### config.mk
export PLATFORM = sky130hd
export DESIGN_NAME = mdpt_ram
export DESIGN_NICKNAME = d
export VERILOG_FILES = /design/src/design/mdpt_ram.sv
export SDC_FILE = /design/constraint.sdc
export NUM_CORES = 1
export LEC_CHECK = 0
export BUFFER_PORTS_ARGS = -buffer_cell sky130_fd_sc_hd__buf_2
export CAP_MARGIN = 20
export CORE_ASPECT_RATIO = 1.75
export CORE_MARGIN = 2
export CORE_UTILIZATION = 25
export CTS_CLUSTER_DIAMETER = 150
export DETAILED_ROUTE_END_ITERATION = 16
export PLACE_DENSITY = 0.5
export SYNTH_ARGS = -nofsm -noshare
export SYNTH_HDL_FRONTEND = slang
export SYNTH_SLANG_ARGS = --single-unit
### constraint.sdc
create_clock -name clk_i -period 2.55 [get_ports clk_i]
set_clock_uncertainty 0.15 [all_clocks]
set_input_delay 0.3825 -clock clk_i [delete_from_list [all_inputs] [get_ports clk_i]]
set_output_delay 0.3825 -clock clk_i [all_outputs]
set_load 0.05 [all_outputs]
### src/design/mdpt_ram.sv
`default_nettype none

module mdpt_ram #(
  parameter int Width = 8,
  parameter int Depth = 16,
  localparam int AddrW = (Depth > 1) ? $clog2(Depth) : 1
) (
  input  wire logic             clk_i,
  input  wire logic             we_i,
  input  wire logic [AddrW-1:0] waddr_i,
  input  wire logic [Width-1:0] wdata_i,
  input  wire logic             re_i,
  input  wire logic [AddrW-1:0] raddr_i,
  output      logic [Width-1:0] rdata_o
);

  logic [Width-1:0] mem_q [Depth];

  always_ff @(posedge clk_i) begin
    if (we_i) begin
      mem_q[waddr_i] <= wdata_i;
    end
  end

  // registered read
  always_ff @(posedge clk_i) begin
    if (re_i) begin
      rdata_o <= mem_q[raddr_i];
    end
  end

endmodule

`default_nettype wire

# [Word-level counts from Yosys, hierarchy flattened]
# Memories as Yosys holds them, arrays and structs flattened. A register that Yosys moved wholly into a read port is not among the register bits.
# Index checks and enable logic that the tools add are counted.
[op_classes] add_sub_neg=0 n_mul=0 n_div=0 order_cmp=0 n_eq_ne=0 shift=0 n_mux=2 bitwise_logic=0 reduce_logical=0
[ops] operator="2-to-1 mux 1 bit" count=2
[word_totals] regBits=0 latch_bits=0 ramBits=128 romBits=0 input_bits=19 out_inout_bits=8 word_cells=3 mem_count=1
[memory_table] name="mem_q" words=16 width=8 rd=1 rd_ports_with_merged_regs=1 write_ports=1 line="17" source="logic [Width-1:0] mem_q [Depth];"

# [Depth between registers and ports, before layout]
# Gate-level depths: netlist (run 1).
[depth] ltp_word=2 mapped_depth=5 mapped_depth_nobuf=3

# [Least setup slack after synthesis (run 1)]
# No wires, ideal clock.
[synth_timing] kind="input to register" startpoint="in waddr_i[2]" endpoint="mem mem_q[0][0] (enable)" setup_time_ps=383 t_arrival_ps=1492 required_time_ps=2017 slack_ps=525 cell_stages=2 n_path_buf=0 cell_sequence="or3b_2 nor3_1"
[synth_lines] element="start, declared" line="10" source="input wire logic [AddrW-1:0] waddr_i,"
[synth_lines] element="end, declared" line="17"
# Straight into the memory's write port.

==> results of run 1 <==
-- report_power, final --
group,internal (W),switching [W],leakage (nW)
combinational,0.0000996,0.000170,0.588
sequential,0.00252,0.0000120,1.24
clock,0.00151,0.000861,0.267
total,0.00413,0.00104,2.09
-- layout make-up --
type	count	area (um^2)	area share [%]
clock buffer	20	437	6.90
timing repair buffer	46	305	4.82
multi-input combinational	83	1060	16.7
clock inverter	10	130	2.06
sequential	136	4080	64.5
tap	252	315	4.98
-- state kept, by name, summed over array words and instances, names as in the netlist --
name / flops
rdata_o: 8
mem_q: 128
-- per-stage QoR --
stage	utilization, %	cells
3_5_place_dp	27.9	517
4_1_cts	30.6	547
6_report	30.6	547
3_3_place_gp	27.9	517
5_1_grt	30.6	547
2_1_floorplan	-	229
-- layout by cell type, fill, tap and decap left out, types with 2 or more instances in the layout --
cell type,netlist,routed
nor2_1,13,13
clkinvlp_4,0,3
a22oi_1,16,16
clkinv_2,0,2
bufinv_16,0,3
buf_4,1,18
clkinv_1,0,2
nand3b_1,2,2
nor3_1,4,4
mux4_1,14,14
nand2b_1,2,2
clkbuf_16,0,17
buf_12,0,2
edfxtp_1,136,136
clkbuf_1,0,3
nand2_1,9,9
mux4_2,18,18
buf_2,3,26
-- layer usage --
metal  vias to the layer above  global-route usage (%)  routed length, um
met2                        67                    20.1               6410
met1                      1275                    11.4               4180
met4                         0                    5.37                244
met5                         -                       0                  0
met3                        15                    3.07                380
li1                       1086                       -                  -
-- worst paths after layout --
check             cells after the start              endpoint
setup reg to reg                      3  rdata_o[0]$_DFFE_PP_
hold / removal                        1  rdata_o[1]$_DFFE_PP_
setup / recovery                      5  rdata_o[0]$_DFFE_PP_
hold reg to reg                       3  rdata_o[7]$_DFFE_PP_
-- worst register-to-register path, cell delays in order (launching register included) --
cell and delay [ps]:
edfxtp_1 370, mux4_1 510, a22oi_1 230, nand2_1 130
-- cell families after synthesis --
group	after synthesis
DFF	136
muxes	32
AOI/OAI and AO/OA	16
and+or+nand+nor	35
buffers and inverters	10
==> impl_metrics.yaml, run 1 <==
outcome:
  outcome: "complete, no violations"
logic_synthesis:
  synth_area_per_cell_um2: 22.8
  synthXorXnorAreaFrac_pct: 0
  ys_ff_latch: 136
  muxShareOfSynthArea_pct: 14.8
  dominantRegCellSynth: "edfxtp_1"
  post_synth_num_cell_types: 18
  synthSimpleGateAreaFrac_pct: 3.14
  synthAdderAreaFrac_pct: 0
  netlist_area_um2: 5230
  synth_top_family_by_area: "multiplexers"
  synthCells: 229
  yosysTopAreaCell: "edfxtp_1"
  synth_edf_count: 136
  yosysSeqAreaShare_pct: 78.1
  synth-compound-area-share_pct: 2.30
  synth_area_leaders: "edfxtp_1 (78%), mux4_2 (7.8%), mux4_1 (7.0%)"
  async_flop_share_pct: 0
  syn-num-nets: 248
  synth_top_cell_area_share_pct: 78.1
  synth_common_cells: "edfxtp_1 (136), mux4_2 (18), a22oi_1 (16)"
  ys_warn_count: 0
  yosysMostFrequentCell: "edfxtp_1"
critical_path:
  setup.worst_path.end_class: "flop"
  crit_chain: "buf_2 -> buf_12 -> mux4_1 -> a22oi_1 -> nand2_1"
  cp_slowest_cell: "mux4_1"
  critical_path.startpoint: "raddr_i[0]"
  critPathBufInv: 2
  r2r_start: "mem_q[1][0]$_DFFE_PP_"
  path_class: "in -> reg"
  worstSetupStartpointType: "input pin"
  cp_data_arrival_time_ps: 1710
  reg2reg_slack_ps: 890
  crit_required_ps: 2550
  path_delay_family: "multiplexers"
  cp_max_fo: 32
  crit_path_max_incr_delay_ps: 590
clock_network:
  hold_buffers: 0
  cts-root-buf: "clkbuf_16"
  cts.sinks: 136
  h-tree-depth: 4
  insertion_delay_ps: 420
  clk_pin_slew_ps: 60
  cts_tree: "done"
  cts_resized: 0
  cts_setup_buffers: 0
  clk_path_buf_depth: 2
  cts_inserted_buffers: 17
sta:
  finalSetupTns_ps: 0
  max_freq_mhz: 585
  fin_crit_ps: 1710
  relSlewSlack_pct: 68.9
  period_share_pct: 67.0
  setup_viol_count_final: 0
  final_max_slew_viol_count: 0
  hold_violations: 0
  hold-worst-slack_ps: 173
  setup_slack_ps: 841
  worst_pin_slew_ps: 467
  rsz0062_at_grt: "no"
route:
  drt_iter0_drc: 169
  drc: 0
  wl_per_cell_um: 20.5
  vias: 2443
  routed_wl_mm: 11.2
  ant_nets: 0
  firstDrtPassIters: 4
  vias_per_cell: 4.47
finish:
  area_growth_syn_to_layout_pct: 21.1
  fin_area_um2: 6330
  antenna_cells: 0
  nets: 303
  fillers: 2002
  drive_gt1_share_pct: 30.5
floorplan:
  core_um2: 20700
  ios: 27
  dieHeight_um: 195
  die_x_um: 113
  rows: 70
  initial_core_util_pct: 25.3
  fp.dieArea_um2: 22100
place:
  globalplace.congestion: 0.706
  hpwlAfterDp_mm: 7.53
  portBuffers: 26
  dpl_cell_area_um2: 5760
  pre_cts_slack_ps: 399
power:
  ir_drop_uv: 457
  p_leak_nw: 2.09
  pwr_density_cell_nw_per_um2: 818
  total_power_w: 0.00517
flow_run:
  drv_cap: 0
global_routing:
  grt_pass1_vias: 2678
  grt_first_pass_wirelength_mm: 17.1
  grt-ovfl-total: 0
  grt.total_usage_pct: 11.0
  antenna_found_initial: 0
  grt_max_degree: 33
min_path:
  hold_path.startpoint: "re_i"
  hold_path.class: "in -> reg"
Note: power is estimated with default switching activity, not from simulation.
==> run 2: changes to the inputs <==
==> constraint.sdc (replaced) <==
create_clock -name clk_i -period 1.7 [get_ports clk_i]
set_clock_uncertainty 0.15 [all_clocks]
set_input_delay 0.255 -clock clk_i [delete_from_list [all_inputs] [get_ports clk_i]]
set_output_delay 0.255 -clock clk_i [all_outputs]
set_load 0.05 [all_outputs]
==> run 2 against run 1 <==
Net effect:
- routed wire length shrank 4.9%
- clock power grew 46%
- die area is the same
- hold slack lost 150 ps
- combinational power grew 56%
- sequential share of layout area shrank 0.77 points
- final area grew 1.2%
- first-iteration DRC count shrank 4.1%
- setup slack lost 780 ps
- critical path type is now reg -> reg
==> impl_metrics.yaml, run 2 (synthesized netlist as in run 1, its figures left out) <==
route:
  vias_per_cell: 4.44
  drt_iter0_drc: 162
  wl_per_cell_um: 19.1
  vias: 2471
  drc: 0
  ant_nets: 0
  firstDrtPassIters: 4
  routed_wl_mm: 10.7
clock_network:
  insertion_delay_ps: 410
  cts_inserted_buffers: 17
  clk_pin_slew_ps: 60
  cts.sinks: 136
  cts-root-buf: "clkbuf_16"
  cts_tree: "done"
  cts_setup_buffers: 0
  h-tree-depth: 4
  clk_path_buf_depth: 2
floorplan:
  rows: 70
  ios: 27
  die_x_um: 113
  initial_core_util_pct: 25.3
  core_um2: 20700
  fp.dieArea_um2: 22100
  dieHeight_um: 195
critical_path:
  cp_max_fo: 1
  critPathBufInv: 0
  crit_path_max_incr_delay_ps: 560
  crit_required_ps: 1710
  cp_slowest_cell: "mux4_1"
  cp_data_arrival_time_ps: 1650
  worstSetupStartpointType: "flop"
  crit_chain: "mux4_1 -> a22oi_1 -> nand2_1"
  path_class: "reg -> reg"
  setup.worst_path.end_class: "flop"
  path_delay_family: "multiplexers"
global_routing:
  grt_first_pass_wirelength_mm: 15.9
  antenna_found_initial: 0
  grt-ovfl-total: 0
  grt_max_degree: 23
  grt.total_usage_pct: 10.1
  grt_pass1_vias: 2686
sta:
  relSlewSlack_pct: 49.4
  final_max_slew_viol_count: 0
  setup_viol_count_final: 0
  worst_pin_slew_ps: 756
  hold_violations: 0
  fin_crit_ps: 1640
  rsz0062_at_grt: "no"
  setup_slack_ps: 56.7
  period_share_pct: 96.7
  max_freq_mhz: 609
finish:
  largest_reg_flops: 128
  utilization_pct: 31.0
  area_growth_syn_to_layout_pct: 22.5
  mostFrequentLayoutCells: "edfxtp_1 (136), buf_2 (26), buf_4 (25), mux4_2 (19), clkbuf_16 (17)"
  nets: 311
  drive_gt1_share_pct: 34.4
  antenna_cells: 0
  reg_top3: "mem_q: 128 flops, rdata_o: 8 flops"
  regMostFlops: "mem_q"
  final_common_cell: "edfxtp_1"
place:
  portBuffers: 26
  globalplace.congestion: 0.717
  pre_cts_slack_ps: -283
  hpwlAfterDp_mm: 7.75
power:
  pwr_density_cell_nw_per_um2: 1200
  p_leak_nw: 2.13
  ir_drop_uv: 717
min_path:
  hold_path.class: "in -> reg"
outcome:
  outcome: "complete, no violations"
flow_run:
  drv_cap: 0
[run 2: cell count changes in the layout (fill, tap and decap cells not counted), sizes merged]
cell	before	now
clkinv	4	7
clkinvlp	3	4
buf	46	54
bufinv	3	2
clkbuf	20	19
[run 2: stage by stage]
stage | cells | power, W | hold WS (ps) | cell area, um^2 | TNS (ps)
floorplan | 229 | 0.00411 | 204 | 5230 | 0
global placement | 525 | 0.00428 | 465 | 5840 | -1790
detailed placement | 525 | 0.00430 | 460 | 5840 | -1880
CTS | 557 | 0.00775 | 24.4 | 6400 | 0
global route | 557 | 0.00791 | 26.4 | 6400 | 0
finish | 557 | 0.00767 | 27.8 | 6400 | 0
[run 2: timing repair]
action	4_1_cts	5_1_grt
hold buffers	0	0
resized for setup	0	2
setup endpoints to repair	0	1
[run 2: final cells by class]
| cell class | instances | area [um^2] |
|---|---|---|
| fillers | 2011 | 14300 |
| flip-flops and latches | 136 | 4080 |
| multi-input cells | 83 | 1060 |
| clock buffers | 19 | 433 |
| repair buffers | 54 | 378 |
| well taps | 252 | 315 |
| clock inverters | 13 | 131 |
[run 2: final timing paths]
| check | start | to | slack [ps] | cells after the start |
|---|---|---|---|---|
| max | mem_q[9][2]$_DFFE_PP_ | rdata_o[2]$_DFFE_PP_ | 60 | 3 |
| min | re_i | rdata_o[3]$_DFFE_PP_ | 30 | 1 |
| max reg2reg | mem_q[9][2]$_DFFE_PP_ | rdata_o[2]$_DFFE_PP_ | 60 | 3 |
| min reg2reg | mem_q[14][3]$_DFFE_PP_ | rdata_o[3]$_DFFE_PP_ | 600 | 3 |
[run 2: power by group]
group,switching [W],internal [W]
combinational,0.000257,0.000163
sequential,0.0000176,0.00378
clock,0.00131,0.00214
total,0.00158,0.00608
[run 2: routing by layer]
| metal | vias up | share of wire [%] | GRT usage (%) |
|---|---|---|---|
| li1 | 1101 | - | - |
| met1 | 1303 | 35 | 9.77 |
| met2 | 55 | 60 | 19.7 |
| met3 | 12 | 2.9 | 2.33 |
| met4 | 0 | 1.7 | 4.74 |
| met5 | - | 0 | 0 |
